### src/rtl/core/dsrm_ram.sv
// ----------------------------------------------------------------------------
// dsrm_ram
// generic single-port-write, single-port-read ram with registered read
// ----------------------------------------------------------------------------
module dsrm_ram #(
    parameter int WIDTH = 8,
    parameter int DEPTH = 16
) (
    input  logic                     clk,
    input  logic                     we,
    input  logic [$clog2(DEPTH)-1:0] waddr,
    input  logic [WIDTH-1:0]         wdata,
    input  logic [$clog2(DEPTH)-1:0] raddr,
    output logic [WIDTH-1:0]         rdata
);

    logic [WIDTH-1:0] mem [DEPTH];

    always_ff @(posedge clk)
    begin
        if (we)
        begin
            mem[waddr] <= wdata;
        end
        rdata <= mem[raddr];
    end

endmodule
### config.mk
export PLATFORM = sky130hd
export DESIGN_NAME = dsrm_ram
export DESIGN_NICKNAME = d
export VERILOG_FILES = /design/src/rtl/core/dsrm_ram.sv
export SDC_FILE = /design/constraint.sdc
export NUM_CORES = 1
export LEC_CHECK = 0
export BUFFER_PORTS_ARGS = -buffer_cell sky130_fd_sc_hd__buf_4
export CAP_MARGIN = 20
export CORE_MARGIN = 5
export CORE_UTILIZATION = 50
export CTS_CLUSTER_DIAMETER = 200
export DETAILED_ROUTE_END_ITERATION = 8
export GPL_TIMING_DRIVEN = 0
export PLACE_DENSITY_LB_ADDON = 0.25
export REMOVE_ABC_BUFFERS = 1
export SLEW_MARGIN = 5
export SYNTH_ARGS = -nofsm -noshare
export SYNTH_HDL_FRONTEND = slang
export SYNTH_SLANG_ARGS = --single-unit
### constraint.sdc
create_clock -name clk -period 3.2 [get_ports clk]
set_input_delay 0 -clock clk [delete_from_list [all_inputs] [get_ports clk]]
set_output_delay 0 -clock clk [all_outputs]
set_load 0.03 [all_outputs]
==> After elaboration in Yosys (flattened, before gate mapping) <==
Memories as Yosys holds them, arrays and structs flattened. A register that Yosys moved wholly into a read port is not among the register bits.
Index checks and enable logic that the tools add are counted.
{ "totals": {"ff_bits": 0, "ramBits": 128, "inputBits": 18, "out_inout_bits": 8, "elab_cells": 3, "mem_count": 1} }
{ "op_classes": {"n_mux": 2} }
{ "memory_table": {"columns": ["name", "depth", "width", "read_ports", "rd_clocked_by_memory_dff", "wr", "line", "source"], "rows": [
  ["mem", 16, 8, 1, 1, 1, "17", "logic [WIDTH-1:0] mem [DEPTH];"]
]} }
{ "op_table": {"columns": ["op", "n"], "rows": [
  ["$mux W1", 2]
]} }

==> Longest topological paths before layout <==
{ "depth": {"ltp_word": 2, "mapped_depth": 5} }

==> Worst setup path after synthesis <==
Ideal clock, no wire load.
{ "synth_path": {"kind": "input to register", "start": "input port waddr[2]", "end": "memory mem[0][0] (enable)", "setup_time_ps": 383, "t_arrival_ps": 1110, "slack_ps": 1707, "stages": 2, "path_buffers": 0, "cell_sequence": "or3b_2 > nor3_1"} }
{ "synth_rtl": {"columns": ["element", "line", "source"], "rows": [
  ["start, declared", "11", "input logic [$clog2(DEPTH)-1:0] waddr,"],
  ["end, declared", "17", null]
]} }
Straight into the memory's write port.

==> Worst setup path after layout <==
{ "layout_path": {"start": "input port waddr[0]", "end": "memory mem[10][4] (enable)"} }
Straight into the memory's write port.

==> summary.md <==
| Metric | Value |
|---|---|
| Sequential area share after synthesis | `0.7778` |
| Peak supply drop | `approximately 0.00035 V` |
| Drt pass-1 iters | `4` |
| DRT iter0 DRCs | `about 100` |
| Crit-path cells | `dlygate4sd3_1, buf_4, nand2b_1, nor2_1` |
| FMAX | `roughly 660 MHz` |
| Clock buffer depth | `2` |
| Die Span X | `roughly 110 µm` |
| Global-route wire length before repair | `~14,000 µm` |
| Worst endpoint data arrival time | `1670 ps` |
| Clk Latency, worst-skew pair | `around 520 ps` |
| Yosys cell types | `19` |
| Slew margin rel. | `0.3616` |
| Die height | `between 100 and 150 µm` |
| Fin nets | `293` |
| CP endpoint kind | `register` |
| Synth top area share | `0.7467` |
| Total track usage | `0.1584` |
| Detailed Place HPWL | `5686 µm` |
| Pre-CTS setup slack | `about 1500 ps` |
| Placed Area | `between 0.005 and 0.006 mm²` |
| CTS tree | `built` |
| Core Util, Final | `0.5995` |
| Count leader, synth | `edfxtp_1` |
| Most frequent cells after synthesis | `edfxtp_1, mux4_2, a22oi_1` |
| Gp weighted congestion | `slightly below 0.7` |
| DRC Markers | `0` |
| Clock skew | `7.838 ps` |
| Die ar. | `between 0.01 and 0.015 mm²` |
| Cells after synthesis | `roughly 230` |
| Core Region | `slightly above 0.01 mm²` |
| Post-route cell area | `0.006106 mm²` |
| Period utilization | `0.4767` |
| Vias | `2,368` |
| Initial Util | `0.5054` |
| Sum Neg Setup Slack | `0 ps` |
| FFs w/ async S/R, synth | `0` |
| Tmin final | `approximately 1500 ps` |
| Root Driver | `clkbuf_8` |
| Routed len/inst | `approximately 22 µm` |
| Port bufs | `25` |
| CP Max Fanout | `8` |
| Antenna violations before repair | `0` |
| Overall power | `~4.0 mW` |
| Resized Gates After CTS | `0` |
| Worst setup path class | `in -> reg` |
| Synth Cell Area | `0.005147 mm²` |
| Setup violations, final | `0` |
| Largest cells by area after synthesis | `edfxtp_1, mux4_2, mux4_1` |
| Clock slew at reported path FFs | `around 60 ps` |
| Reg2Reg Depth | `3` |
| Row count | `37` |
| Pleak | `about 2.0 nW` |
| Share of post-route cells with drive strength above 1 | `0.2708` |
| Power per cell area | `656.4 mW/mm²` |
| Setup WS post-layout | `1675 ps` |
| Flop2flop setup slack | `roughly 1800 ps` |
| Hold WC Path Type | `in -> reg` |
| Mapped Avg Cell Area | `22.48 µm²` |
| Syn. warnings | `0` |
| Data required, critical path | `between 3000 and 4000 ps` |
| Min-delay src | `raddr[2]` |
| Total CTS buffers | `17` |
| Vias in the first global route | `2,504` |
| Via density per instance | `between 5 and 6` |
| Max-cap violation count | `0` |
| Status | `completed` |
| Post-synth EDFFs | `128` |
| Area leader, netlist | `edfxtp_1` |
| Main synth FF type | `edfxtp_1` |
| CP Launch Type | `input pin` |
| Worst path max stage delay | `roughly 750 ps` |
| Max H-tree Level | `4` |
| Max-slew violations | `0` |
| Tightest Pin Transition | `954.1 ps` |
| Aggregate routed wire length | `approximately 9200 µm` |
| Ports | `26` |
| Reg-to-reg endpoint | `rdata[5]` |
| Final hold viol count | `0` |
| Antenna Nets Post-Route | `0` |
| Clock sinks | `around 140` |
| Area Overhead vs Synth | `18.62%` |
| RSZ-0062 raised after global routing | `no` |
| Hold EP | `rdata[1]` |
| Yosys reg bits | `136` |
| Critical Path Slowest Stage Cell | `nor2_1` |
| Number of diodes | `0` |
| Hold Path Stages | `4` |
| Gr ovfl total | `0` |
| Largest net degree at the start of global routing | `33` |
| R2r startpoint | `mem[1][5]` |
[cell families (layout without fill, tap and decap cells)]
kind of cell | count (synthesis) | count (layout) | synth area share
multiplexers | 32 | 32 | 0.1502
AO/OA/AOI/OAI | 16 | 16 | 0.02334
flip-flops | 136 | 136 | 0.7778
buffers and inverters | 10 | 69 | 0.01677
AND/OR/NAND/NOR | 35 | 35 | 0.03184
[stage by stage]
step                cells  hold WS (ps)
floorplan             219         98.87
global placement      380         302.2
detailed placement    381         316.5
CTS                   424         39.82
global route          424         66.05
finish                424         62.78
[report_power, final]
group          internal [mW]  switching, mW
sequential              1.99        0.00910
clock                   1.10          0.690
combinational         0.0921          0.125
total                   3.18          0.824
[layer usage]
layer  track usage  vias to the layer above  part of all wire
li1              -                     1061                 -
met1        0.2068                     1217              0.42
met2        0.2485                       76              0.50
met3       0.04511                       14             0.056
met4       0.07380                        0             0.017
met5             0                        -                 0
[layout make-up]
class | count | area (µm²)
Clock buffer | 19 | 421.7
Multi-Input combinational cell | 83 | 1072
Timing Repair Buffer | 37 | 305.3
Fill cell | 727 | 4079
Tap cell | 136 | 170.2
Sequential cell | 136 | 4004
Clock inverter | 13 | 132.6
[placed cells by master, fill, tap and decap left out]
cell | Yosys | routed
edfxtp_1 | 128 | 128
buf_4 | 1 | 26
mux4_2 | 18 | 18
a22oi_1 | 16 | 16
clkbuf_16 | 0 | 16
mux4_1 | 14 | 14
nor2_1 | 13 | 13
dlygate4sd3_1 | 0 | 11
nand2_1 | 9 | 9
dfxtp_1 | 8 | 8
clkinv_2 | 0 | 5
clkinvlp_4 | 0 | 4
nor3_2 | 0 | 3
nand3b_1 | 2 | 2
nand2b_1 | 2 | 2
clkinv_4 | 0 | 2
bufinv_16 | 0 | 2
clkbuf_1 | 0 | 2
nor2b_1 | 1 | 1
and2_1 | 1 | 1
and2b_1 | 1 | 1
nand3_1 | 1 | 1
nor3_1 | 4 | 1
or3b_2 | 1 | 1
clkbuf_8 | 0 | 1
[flip-flops by register name, summed over array words and instances, names as in the netlist]
signal and count:
rdata 8, mem 128
[what timing repair did]
item                                   in CTS  in global routing
endpoints found under the hold margin     156                  0
hold buffers                               11                  0
setup buffers                               0                  0
[worst max-delay path, delay by kind of cell]
family	cells	cell delay (ps)
AND/OR/NAND/NOR	2	960
buffers and inverters	2	710
[worst max-delay path by stage]
stage	from	endpoint	slack [ps]	cells after the start
after floorplan	waddr[2]	mem[0][0]	1710	2
after global placement	waddr[2]	mem[0][3]	1070	3
after detailed placement	waddr[2]	mem[1][4]	1480	3
after CTS	waddr[0]	mem[10][4]	1710	4
after global routing	waddr[1]	mem[9][4]	1610	4
final	waddr[0]	mem[10][4]	1670	4
Note: power is estimated with default switching activity, not from simulation.
